--- src/sv/dq_pkg.sv ---
// Package of the double-ended queue: field widths, function and status codes,
// and the command and status structs between controller and datapath. No dependencies.
package dq_pkg;

    // Widths of the channel fields.
    localparam int FUNC_W    = 3;
    localparam int VALUE_W   = 32;
    localparam int POS_W     = 6;
    localparam int TGT_W     = 7;
    localparam int RDATA_W   = 32;
    localparam int CNT_OUT_W = 7;
    localparam int STATUS_W  = 2;

    // Function codes of a request word.
    localparam logic [FUNC_W-1:0] FUNC_PUSH_BACK  = 3'd0;
    localparam logic [FUNC_W-1:0] FUNC_PUSH_FRONT = 3'd1;
    localparam logic [FUNC_W-1:0] FUNC_POP_BACK   = 3'd2;
    localparam logic [FUNC_W-1:0] FUNC_POP_FRONT  = 3'd3;
    localparam logic [FUNC_W-1:0] FUNC_READ       = 3'd4;
    localparam logic [FUNC_W-1:0] FUNC_CLEAR      = 3'd5;
    localparam logic [FUNC_W-1:0] FUNC_RESIZE     = 3'd6;

    // Status codes of a response word.
    localparam logic [STATUS_W-1:0] ST_OK    = 2'd0;
    localparam logic [STATUS_W-1:0] ST_EMPTY = 2'd1;
    localparam logic [STATUS_W-1:0] ST_FULL  = 2'd2;
    localparam logic [STATUS_W-1:0] ST_RANGE = 2'd3;

    // Commands from the controller to the datapath.
    typedef struct packed {
        logic exec;       // a request word is accepted this cycle
        logic fill_step;  // append one fill entry at the back
        logic load_out;   // move the finished result into the output register
    } ctrl_cmd_t;

    // Status from the datapath to the controller.
    typedef struct packed {
        logic need_fill;  // the accepted resize must append entries
        logic fill_last;  // this fill step reaches the wanted count
    } dp_status_t;

endpackage

--- src/sv/dq_in_if.sv ---
// Request channel of the double-ended queue: valid, ready and the request word.
// Depends on dq_pkg.
interface dq_in_if;
    logic                         valid;
    logic                         ready;
    logic [dq_pkg::FUNC_W-1:0]    func;
    logic [dq_pkg::VALUE_W-1:0]   value;
    logic [dq_pkg::POS_W-1:0]     position;
    logic [dq_pkg::TGT_W-1:0]     target_count;

    modport source (output valid, func, value, position, target_count, input ready);
    modport sink   (input valid, func, value, position, target_count, output ready);
endinterface

--- src/sv/dq_out_if.sv ---
// Response channel of the double-ended queue: valid, ready and the response word.
// Depends on dq_pkg.
interface dq_out_if;
    logic                          valid;
    logic                          ready;
    logic [dq_pkg::RDATA_W-1:0]    read_data;
    logic [dq_pkg::CNT_OUT_W-1:0]  count_now;
    logic [dq_pkg::STATUS_W-1:0]   status;
    logic                          is_empty;

    modport source (output valid, read_data, count_now, status, is_empty, input ready);
    modport sink   (input valid, read_data, count_now, status, is_empty, output ready);
endinterface

--- src/sv/double_ended_queue_top.sv ---
// Top level of the double-ended queue: controller plus datapath on two channels.
// Depends on dq_pkg, dq_in_if, dq_out_if, dq_ctrl and dq_datapath.
//
//   Channel  Dir  Word fields
//   req      in   func, value, position, target_count
//   rsp      out  read_data, count_now, status, is_empty
//
// Push, pop, read, clear and a shrinking resize first execute (and start the registered
// RAM read), then load the output register.
// A growing resize adds a fill step for each appended entry, bound by the single RAM write port.
// Reset clears the count and front pointer at once; the entry RAM needs no clearing pass.
// A new request is taken while an older response waits in the output register;
// a finished result then holds in the controller until that register is free.
module double_ended_queue_top #(
    parameter int DEPTH      = 64,
    parameter int DATA_WIDTH = 32
) (
    input  logic            clk,
    input  logic            rst_n,
    dq_in_if.sink           req,
    dq_out_if.source        rsp
);

    dq_pkg::ctrl_cmd_t  cmd;
    dq_pkg::dp_status_t stat;

    // Sequencing of each request.
    dq_ctrl u_ctrl (
        .clk       (clk),
        .rst_n     (rst_n),
        .in_valid  (req.valid),
        .in_ready  (req.ready),
        .out_valid (rsp.valid),
        .out_ready (rsp.ready),
        .stat      (stat),
        .cmd       (cmd)
    );

    // Queue state and storage.
    dq_datapath #(
        .DEPTH      (DEPTH),
        .DATA_WIDTH (DATA_WIDTH)
    ) u_datapath (
        .clk          (clk),
        .rst_n        (rst_n),
        .cmd          (cmd),
        .stat         (stat),
        .func         (req.func),
        .value        (req.value),
        .position     (req.position),
        .target_count (req.target_count),
        .read_data    (rsp.read_data),
        .count_now    (rsp.count_now),
        .status       (rsp.status),
        .is_empty     (rsp.is_empty)
    );

endmodule

--- src/sv/dq_ram.sv ---
// Generic single-write, single-read RAM with a registered read port.
// No dependencies.
module dq_ram #(
    parameter int WIDTH = 32,
    parameter int DEPTH = 64
) (
    input  logic                     clk,
    input  logic                     we,
    input  logic [$clog2(DEPTH)-1:0] waddr,
    input  logic [WIDTH-1:0]         wdata,
    input  logic                     re,
    input  logic [$clog2(DEPTH)-1:0] raddr,
    output logic [WIDTH-1:0]         rdata
);

    logic [WIDTH-1:0] mem [DEPTH];
    logic [WIDTH-1:0] rdata_reg;

    // Write port.
    always_ff @(posedge clk)
    begin
        if (we)
        begin
            mem[waddr] <= wdata;
        end
    end

    // Read port; the data holds until the next read.
    always_ff @(posedge clk)
    begin
        if (re)
        begin
            rdata_reg <= mem[raddr];
        end
    end

    assign rdata = rdata_reg;

endmodule

--- src/sv/dq_ctrl.sv ---
// Controller of the double-ended queue: sequences accept, fill and result hand-off.
// Depends on dq_pkg.
module dq_ctrl (
    input  logic               clk,
    input  logic               rst_n,
    input  logic               in_valid,
    output logic               in_ready,
    output logic               out_valid,
    input  logic               out_ready,
    input  dq_pkg::dp_status_t stat,
    output dq_pkg::ctrl_cmd_t  cmd
);

    typedef enum logic [2:0] {
        S_IDLE = 3'b001,
        S_FILL = 3'b010,
        S_DONE = 3'b100
    } state_t;

    state_t state_reg;
    state_t state_next;
    logic   out_valid_reg;
    logic   out_valid_next;
    logic   accept;
    logic   out_free;

    assign in_ready  = (state_reg == S_IDLE);
    assign accept    = in_valid && in_ready;
    assign out_free  = !out_valid_reg || out_ready;
    assign out_valid = out_valid_reg;

    // Next state and commands.
    always_comb
    begin
        state_next    = state_reg;
        cmd.exec      = 1'b0;
        cmd.fill_step = 1'b0;
        cmd.load_out  = 1'b0;
        unique case (state_reg)
            S_IDLE:
            begin
                if (accept)
                begin
                    cmd.exec   = 1'b1;
                    state_next = stat.need_fill ? S_FILL : S_DONE;
                end
            end
            S_FILL:
            begin
                cmd.fill_step = 1'b1;
                if (stat.fill_last)
                begin
                    state_next = S_DONE;
                end
            end
            S_DONE:
            begin
                if (out_free)
                begin
                    cmd.load_out = 1'b1;
                    state_next   = S_IDLE;
                end
            end
            default:
            begin
                state_next = S_IDLE;
            end
        endcase
    end

    // The output register is full from a load until the word is taken.
    always_comb
    begin
        out_valid_next = out_valid_reg;
        if (cmd.load_out)
        begin
            out_valid_next = 1'b1;
        end
        else if (out_ready)
        begin
            out_valid_next = 1'b0;
        end
    end

    always_ff @(posedge clk or negedge rst_n)
    begin
        if (!rst_n)
        begin
            state_reg     <= S_IDLE;
            out_valid_reg <= 1'b0;
        end
        else
        begin
            state_reg     <= state_next;
            out_valid_reg <= out_valid_next;
        end
    end

endmodule

--- src/sv/dq_datapath.sv ---
// Datapath of the double-ended queue: front pointer, count, entry RAM and
// output register. Depends on dq_pkg and dq_ram.
module dq_datapath #(
    parameter int DEPTH      = 64,
    parameter int DATA_WIDTH = 32
) (
    input  logic                           clk,
    input  logic                           rst_n,
    input  dq_pkg::ctrl_cmd_t              cmd,
    output dq_pkg::dp_status_t             stat,
    input  logic [dq_pkg::FUNC_W-1:0]      func,
    input  logic [dq_pkg::VALUE_W-1:0]     value,
    input  logic [dq_pkg::POS_W-1:0]       position,
    input  logic [dq_pkg::TGT_W-1:0]       target_count,
    output logic [dq_pkg::RDATA_W-1:0]     read_data,
    output logic [dq_pkg::CNT_OUT_W-1:0]   count_now,
    output logic [dq_pkg::STATUS_W-1:0]    status,
    output logic                           is_empty
);

    localparam int PTR_W  = $clog2(DEPTH);
    localparam int CNT_W  = $clog2(DEPTH + 1);
    localparam int CMP_W  = (CNT_W > dq_pkg::TGT_W) ? CNT_W : dq_pkg::TGT_W;
    localparam int SUM_W  = CMP_W + 1;
    localparam int DW_EXT = (DATA_WIDTH > dq_pkg::VALUE_W) ? DATA_WIDTH : dq_pkg::VALUE_W;

    logic [PTR_W-1:0]               front_reg, front_next;
    logic [CNT_W-1:0]               count_reg, count_next;
    logic [CNT_W-1:0]               fill_target_reg, fill_target_next;
    logic [DATA_WIDTH-1:0]          fill_value_reg, fill_value_next;
    logic [dq_pkg::STATUS_W-1:0]    status_reg, status_next;
    logic                           rd_ok_reg, rd_ok_next;
    logic [dq_pkg::RDATA_W-1:0]     out_data_reg;
    logic [dq_pkg::CNT_OUT_W-1:0]   out_count_reg;
    logic [dq_pkg::STATUS_W-1:0]    out_status_reg;
    logic                           out_empty_reg;

    logic                           ram_we, ram_re;
    logic [PTR_W-1:0]               ram_waddr, ram_raddr;
    logic [DATA_WIDTH-1:0]          ram_wdata, ram_q;

    logic [DW_EXT-1:0]              value_ext, q_ext;
    logic [DATA_WIDTH-1:0]          value_dw;
    logic [SUM_W-1:0]               back_sum, back_wrap, read_sum, read_wrap;
    logic [PTR_W-1:0]               back_addr, read_addr, front_dec, front_inc;
    logic [CMP_W-1:0]               count_cmp, pos_cmp, tgt_cmp, depth_cmp, tgt_eff_cmp;
    logic [CNT_W-1:0]               tgt_eff;
    logic                           tgt_sat, is_full, is_zero, is_one;

    // Fit the request value to the stored word width.
    assign value_ext = DW_EXT'(value);
    assign value_dw  = value_ext[DATA_WIDTH-1:0];

    // Circular addresses of the slot past the back and of the read position.
    assign back_sum  = SUM_W'(front_reg) + SUM_W'(count_reg);
    assign back_wrap = (back_sum >= SUM_W'(DEPTH)) ? back_sum - SUM_W'(DEPTH) : back_sum;
    assign back_addr = back_wrap[PTR_W-1:0];
    assign read_sum  = SUM_W'(front_reg) + SUM_W'(position);
    assign read_wrap = (read_sum >= SUM_W'(DEPTH)) ? read_sum - SUM_W'(DEPTH) : read_sum;
    assign read_addr = read_wrap[PTR_W-1:0];

    // Front pointer moved one slot either way.
    assign front_dec = (front_reg == '0) ? PTR_W'(DEPTH - 1) : front_reg - 1'b1;
    assign front_inc = (front_reg == PTR_W'(DEPTH - 1)) ? '0 : front_reg + 1'b1;

    // Count checks and the resize target clamped to the depth.
    assign count_cmp   = CMP_W'(count_reg);
    assign pos_cmp     = CMP_W'(position);
    assign tgt_cmp     = CMP_W'(target_count);
    assign depth_cmp   = CMP_W'(DEPTH);
    assign tgt_sat     = (tgt_cmp > depth_cmp);
    assign tgt_eff_cmp = tgt_sat ? depth_cmp : tgt_cmp;
    assign tgt_eff     = tgt_eff_cmp[CNT_W-1:0];
    assign is_full     = (count_reg == CNT_W'(DEPTH));
    assign is_zero     = (count_reg == '0);
    assign is_one      = (count_reg == CNT_W'(1));

    // Status toward the controller.
    assign stat.need_fill = (func == dq_pkg::FUNC_RESIZE) && (count_cmp < tgt_eff_cmp);
    assign stat.fill_last = ((count_reg + 1'b1) == fill_target_reg);

    // Execution of an accepted request word and of fill steps.
    always_comb
    begin
        front_next       = front_reg;
        count_next       = count_reg;
        fill_target_next = fill_target_reg;
        fill_value_next  = fill_value_reg;
        status_next      = status_reg;
        rd_ok_next       = rd_ok_reg;
        ram_we           = 1'b0;
        ram_waddr        = back_addr;
        ram_wdata        = value_dw;
        ram_re           = 1'b0;
        ram_raddr        = read_addr;
        if (cmd.fill_step)
        begin
            ram_we     = 1'b1;
            ram_wdata  = fill_value_reg;
            count_next = count_reg + 1'b1;
        end
        else if (cmd.exec)
        begin
            status_next = dq_pkg::ST_OK;
            rd_ok_next  = 1'b0;
            unique case (func)
                dq_pkg::FUNC_PUSH_BACK:
                begin
                    if (is_full)
                    begin
                        status_next = dq_pkg::ST_FULL;
                    end
                    else
                    begin
                        ram_we     = 1'b1;
                        count_next = count_reg + 1'b1;
                    end
                end
                dq_pkg::FUNC_PUSH_FRONT:
                begin
                    if (is_full)
                    begin
                        status_next = dq_pkg::ST_FULL;
                    end
                    else
                    begin
                        front_next = is_zero ? '0 : front_dec;
                        ram_we     = 1'b1;
                        ram_waddr  = front_next;
                        count_next = count_reg + 1'b1;
                    end
                end
                dq_pkg::FUNC_POP_BACK:
                begin
                    if (is_zero)
                    begin
                        status_next = dq_pkg::ST_EMPTY;
                    end
                    else
                    begin
                        count_next = count_reg - 1'b1;
                        if (is_one)
                        begin
                            front_next = '0;
                        end
                    end
                end
                dq_pkg::FUNC_POP_FRONT:
                begin
                    if (is_zero)
                    begin
                        status_next = dq_pkg::ST_EMPTY;
                    end
                    else
                    begin
                        count_next = count_reg - 1'b1;
                        front_next = is_one ? '0 : front_inc;
                    end
                end
                dq_pkg::FUNC_READ:
                begin
                    if (pos_cmp >= count_cmp)
                    begin
                        status_next = dq_pkg::ST_RANGE;
                    end
                    else
                    begin
                        ram_re     = 1'b1;
                        rd_ok_next = 1'b1;
                    end
                end
                dq_pkg::FUNC_CLEAR:
                begin
                    count_next = '0;
                    front_next = '0;
                end
                dq_pkg::FUNC_RESIZE:
                begin
                    if (tgt_sat)
                    begin
                        status_next = dq_pkg::ST_FULL;
                    end
                    if (stat.need_fill)
                    begin
                        fill_target_next = tgt_eff;
                        fill_value_next  = value_dw;
                    end
                    else
                    begin
                        count_next = tgt_eff;
                        if (tgt_eff == '0)
                        begin
                            front_next = '0;
                        end
                    end
                end
                default:
                begin
                    status_next = dq_pkg::ST_OK;
                end
            endcase
        end
    end

    // Pointer and count.
    always_ff @(posedge clk or negedge rst_n)
    begin
        if (!rst_n)
        begin
            front_reg <= '0;
            count_reg <= '0;
        end
        else
        begin
            front_reg <= front_next;
            count_reg <= count_next;
        end
    end

    // Per-request payload held until the result is handed off.
    always_ff @(posedge clk)
    begin
        fill_target_reg <= fill_target_next;
        fill_value_reg  <= fill_value_next;
        status_reg      <= status_next;
        rd_ok_reg       <= rd_ok_next;
    end

    // Output register.
    assign q_ext = DW_EXT'(ram_q);

    always_ff @(posedge clk)
    begin
        if (cmd.load_out)
        begin
            out_data_reg   <= rd_ok_reg ? q_ext[dq_pkg::RDATA_W-1:0] : '0;
            out_count_reg  <= count_cmp[dq_pkg::CNT_OUT_W-1:0];
            out_status_reg <= status_reg;
            out_empty_reg  <= is_zero;
        end
    end

    assign read_data = out_data_reg;
    assign count_now = out_count_reg;
    assign status    = out_status_reg;
    assign is_empty  = out_empty_reg;

    // Entry store.
    dq_ram #(
        .WIDTH (DATA_WIDTH),
        .DEPTH (DEPTH)
    ) u_ram (
        .clk   (clk),
        .we    (ram_we),
        .waddr (ram_waddr),
        .wdata (ram_wdata),
        .re    (ram_re),
        .raddr (ram_raddr),
        .rdata (ram_q)
    );

endmodule

--- src/flat_wrapper.sv ---
// flat-port wrapper written by rule: the top's interface ports become plain ports
module double_ended_queue_top_flat 
#(
    parameter int DEPTH      = 64,
    parameter int DATA_WIDTH = 32
)
  (clk, rst_n, req_valid, req_func, req_value, req_position, req_target_count, req_ready, rsp_valid, rsp_read_data, rsp_count_now, rsp_status, rsp_is_empty, rsp_ready);
  dq_in_if req_i ();
  dq_out_if rsp_i ();
  input  logic clk;
  input  logic rst_n;
  input wire logic [$bits(req_i.valid)-1:0] req_valid;
  input wire logic [$bits(req_i.func)-1:0] req_func;
  input wire logic [$bits(req_i.value)-1:0] req_value;
  input wire logic [$bits(req_i.position)-1:0] req_position;
  input wire logic [$bits(req_i.target_count)-1:0] req_target_count;
  output wire logic [$bits(req_i.ready)-1:0] req_ready;
  output wire logic [$bits(rsp_i.valid)-1:0] rsp_valid;
  output wire logic [$bits(rsp_i.read_data)-1:0] rsp_read_data;
  output wire logic [$bits(rsp_i.count_now)-1:0] rsp_count_now;
  output wire logic [$bits(rsp_i.status)-1:0] rsp_status;
  output wire logic [$bits(rsp_i.is_empty)-1:0] rsp_is_empty;
  input wire logic [$bits(rsp_i.ready)-1:0] rsp_ready;
  assign req_i.valid = req_valid;
  assign req_i.func = req_func;
  assign req_i.value = req_value;
  assign req_i.position = req_position;
  assign req_i.target_count = req_target_count;
  assign req_ready = req_i.ready;
  assign rsp_valid = rsp_i.valid;
  assign rsp_read_data = rsp_i.read_data;
  assign rsp_count_now = rsp_i.count_now;
  assign rsp_status = rsp_i.status;
  assign rsp_is_empty = rsp_i.is_empty;
  assign rsp_i.ready = rsp_ready;
  double_ended_queue_top #(.DEPTH(DEPTH), .DATA_WIDTH(DATA_WIDTH)) u_core (.clk(clk), .rst_n(rst_n), .req(req_i), .rsp(rsp_i));
endmodule
--- config.mk ---
export PLATFORM = sky130hd
export DESIGN_NAME = double_ended_queue_top_flat
export DESIGN_NICKNAME = d
export VERILOG_FILES = /design/src/sv/dq_pkg.sv /design/src/sv/dq_in_if.sv /design/src/sv/dq_out_if.sv /design/src/sv/double_ended_queue_top.sv /design/src/sv/dq_ram.sv /design/src/sv/dq_ctrl.sv /design/src/sv/dq_datapath.sv /design/src/flat_wrapper.sv
export SDC_FILE = /design/constraint.sdc
export NUM_CORES = 2
export LEC_CHECK = 0
export BUFFER_PORTS_ARGS = -buffer_cell sky130_fd_sc_hd__buf_2
export CORE_MARGIN = 2
export CORE_UTILIZATION = 41
export CTS_CLUSTER_SIZE = 30
export DETAILED_ROUTE_END_ITERATION = 8
export GPL_TIMING_DRIVEN = 0
export PLACE_DENSITY = 0.58
export RECOVER_POWER = 100
export SLEW_MARGIN = 20
export SYNTH_ARGS = -nofsm -noshare
export SYNTH_HDL_FRONTEND = slang
export SYNTH_SLANG_ARGS = --single-unit
export TNS_END_PERCENT = 20
--- constraint.sdc ---
create_clock -name clk -period 5.35 [get_ports clk]
set_clock_uncertainty 0.05 [all_clocks]
set_input_delay 0.2675 -clock clk [delete_from_list [all_inputs] [get_ports clk]]
set_output_delay 0.2675 -clock clk [all_outputs]
set_load 0.1 [all_outputs]
==> flow_results.org <==
** Status
- The run finished, with violations left.
- Violated checks :: capacitance limit, slew limit, setup timing

** Yosys
- Number of flops mapped to enable cells by yosys :: 2164
- Share of synthesized registers carrying an async set or reset :: 0.779%
- Sequential elements use 76.4% of the synthesized area.
- Most repeated cell in the gate-level netlist after synthesis :: edfxtp_1
- Number of unique standard cell types used by synthesis :: 75
- Synth Net Count :: 4105
- In this run the mean area of a mapped cell was 21.3 um2.
- Prevailing post-synth register cell :: edfxtp_1
- Summing every instance area after synthesis gives 0.0857 mm2.
- The top cell type by area accounts for 75.9% of the synthesized area.
- Counting flops and latches in the post-synthesis netlist gives 2181.
- Post-synth top cells :: 2164 x edfxtp_1, 512 x mux4_2, 129 x mux2i_1, 127 x clkbuf_1, 125 x nand2_1
- Summed over all instances, the cell type with the most area after synthesis is edfxtp_1.
- Syn Inst Count :: 4023
- Yosys attributes the largest share of cell area to edfxtp_1 76%, mux4_2 13%, mux2i_1 1.5%.
- During synthesis, Yosys emitted a total of 0 warnings.

** Floorplanning
- Effective utilization at floorplan :: 41.3%
- Measured along the x axis, the die boundary spans 461 um.
- Die footprint :: 0.213 mm2
- In this run the count of I/O pins placed on the die edge is 96.
- The total area inside the core boundary comes to 0.207 mm2.
- The floorplan step set the die height to 461 um.
- The floorplan has 167 rows.

** GRT
- Entering global routing, the biggest net connects 65 pins.
- The via count of the first global-routing pass is 43300.
- Wire length of the first global-routing pass :: 329000 um
- Total routing resource utilization after global routing :: 22.1%
- Initial antenna violation count :: 11
- For this run the aggregate overflow at the end of global routing stands at 0.

** Route
- DRC violation count after routing :: 0
- Using the TritonRoute via totals, the vias-per-cell ratio works out to 5.81.
- Starting DRC count in detailed routing :: 5053
- Total via count after detailed routing :: 43400
- Post-detailed-route wirelength per cell :: 31.6 um
- 1st-pass router iterations :: 8
- Wire length reported by the detailed router :: 236000 um
- Once detail routing completed, the nets flagged for antenna violations numbered 0.

** Worst setup path
- Critical path's top delay family :: compound AO/OA/AOI/OAI gates
- STA classifies the critical path endpoint as a flip-flop.
- STA classifies the critical path startpoint as a flip-flop.
- Worst R2R Setup Slack :: -60 ps
- Data on the critical path is required at its endpoint by 5880 ps.
- Cell-by-cell listing of the critical path :: ha_1 > fa_1 > buf_4 > buf_2 > clkbuf_1 > mux4_2 > a2111oi_0 > a21oi_1 > o22ai_1 > nor4_1
- Critical path buffer and inverter count :: 3
- Of all nets on the critical path, the largest fanout is 10.
- In this design, the stage delay of the slowest critical-path cell is 980 ps.
- The worst setup path is of the reg2reg kind.
- Data arrives at the worst endpoint at 5940 ps.
- Slowest CP cell :: a2111oi_0

** Clock network
- Source-to-sink clock delay at the later pin of the worst-skew pair :: 860 ps
- Clock tree from TritonCTS :: done
- Clock sink total :: 2181
- TritonCTS created 214 clock buffers.
- Counting along the longest clock path gives a buffer depth of 3.
- Total number of H-tree levels :: 4
- Total setup buffers inserted after CTS :: 0
- After clock tree synthesis, the clock-pin slew on the worst setup and hold paths is 60 ps.
- CTS Root Buffer Type :: clkbuf_16

** Layout
- Leaving out filler cells and counting taps, the final layout contains 7466.
- Most flops, register :: u_core.u_datapath.u_ram.mem
- Number of nets in the final layout :: 4574
- The layout has 17100 filler cells.
- The register with the most flip-flops in the layout has 2048 of them.
- Cells with a size suffix above 1 make up 24.0% of the layout.
- P&R area growth vs syn :: 15.0%

** STA
- Slew at the pin closest to its max-slew limit :: 2570 ps
- Setup repair after global routing left no endpoint under its margin.
- Summed over all failing endpoints, the final setup total negative slack is -83.1 ps.
- Max Transition Viols Final :: 990
- Counting I/O delays and the setup requirement, the final critical path takes 5410 ps.
- Maximum clock frequency :: 185 MHz
- In this run the tightest slew margin relative to its limit is -71.1%.
- Setup ws final :: -60.1 ps
- Hold violation count in the final report :: 0
- Part of the cycle the worst path needs :: 101%
- Setup violations, final :: 2
- Final hold analysis gives a worst-case slack of 71.1 ps.

** Place
- Placer congestion estimate :: 0.978
- HPWL Detailed :: 161000 um
- The number of placed instances, taps included, is 7014.
- In this run the tool buffered the top-level ports with 94 buffer cells.

** Power and ir drop
- Static leakage :: 0.0310 uW
- Overall Power :: 55300 uW
- Across the VDD grid, the largest voltage drop is 0.389 mV.
- In this run the power density over the cells is 561 mW/mm2.

** Worst hold path
- The min-delay analysis places its worst path in the category in2reg.

** Flow run
- Max-cap violations in this run came to 26.
-- worst paths after layout --
check | start | endpoint | cells past startpoint
max in group asynchronous | rst_n | u_core.u_datapath.front_reg[2]$_DFFE_PN0P_ | 4
min reg2reg | u_core.u_datapath.status_reg[0]$_DFFE_PP_ | u_core.u_datapath.status[0]$_DFFE_PP_ | 0
min in group asynchronous | rst_n | u_core.u_ctrl.state_reg[0]$_DFFE_PN1P_ | 3
max reg2reg | u_core.u_datapath.front_reg[0]$_DFFE_PN0P_ | u_core.u_datapath.u_ram.rdata[14]$_DFFE_PP_ | 10
max | u_core.u_datapath.front_reg[0]$_DFFE_PN0P_ | u_core.u_datapath.u_ram.rdata[14]$_DFFE_PP_ | 10
min | req_func[2] | u_core.u_datapath.rd_ok_reg$_DFFE_PP_ | 4
-- per-stage QoR --
stage          utilization [%]  instance area (um2)  worst slack [ps]
2_1_floorplan                -                85700               691
3_3_place_gp              43.2                89600             -1490
3_5_place_dp              44.8                92900              64.7
4_1_cts                   48.4               100000              56.7
5_1_grt                   47.5                98500              12.6
6_report                  47.5                98500             -60.1
-- cells in the final DEF (no fill, tap or decap), types with 71 or more instances in the layout --
cell and n:
a2111oi_0 92, a21oi_1 87, and3_1 73, clkbuf_1 260
clkbuf_16 219, edfxtp_1 2164, mux2i_1 129, mux4_2 512
nand2_1 122, nor2b_1 71
-- cell families after synthesis --
kind of cell             share of synthesized area (%)
AO/OA/AOI/OAI                                     3.30
AND/OR/NAND/NOR                                   3.11
adder cells (fa/ha/maj)                          0.456
multiplexers                                      15.0
buffers and inverters                             1.49
XOR/XNOR                                         0.275
flip-flops                                        76.4
-- routing by layer --
metal / vias up / part of all wire [%] / track usage (%)
met5: - / 0.010 / 0
met4: 4 / 5.5 / 11.7
met3: 373 / 7.7 / 4.32
met2: 1768 / 44 / 32.2
met1: 23300 / 42 / 31.6
li1: 18000 / - / -
-- worst min-delay path, delay by kind of cell --
family / cells / cell delay [ps]
buffers and inverters: 2 / 290
and+or+nand+nor: 2 / 250
-- where the power goes --
group | switching (uW) | internal (uW)
clock | 6520 | 8540
sequential | 188 | 19400
combinational | 13200 | 7400
total | 19900 | 35300
-- what timing repair did --
item                                    CTS  global route
hold buffers                             50             0
endpoints found under the setup margin    0             1
endpoints found under the hold margin   141             0
gates resized for setup                   0             1
-- area by class of cell --
class	instances	area (um2)	share of cell area (%)
clock buffer	263	5700	5.78
timing repair buffer	253	2210	2.25
clock inverter	136	1310	1.33
inverter	24	90.1	0.0914
antenna	3	7.51	0.00762
buffer	242	1180	1.20
multi-input combinational	1576	19100	19.4
sequential	2181	65400	66.4
tap	2788	3490	3.54
(Power assumes the default switching activity.)
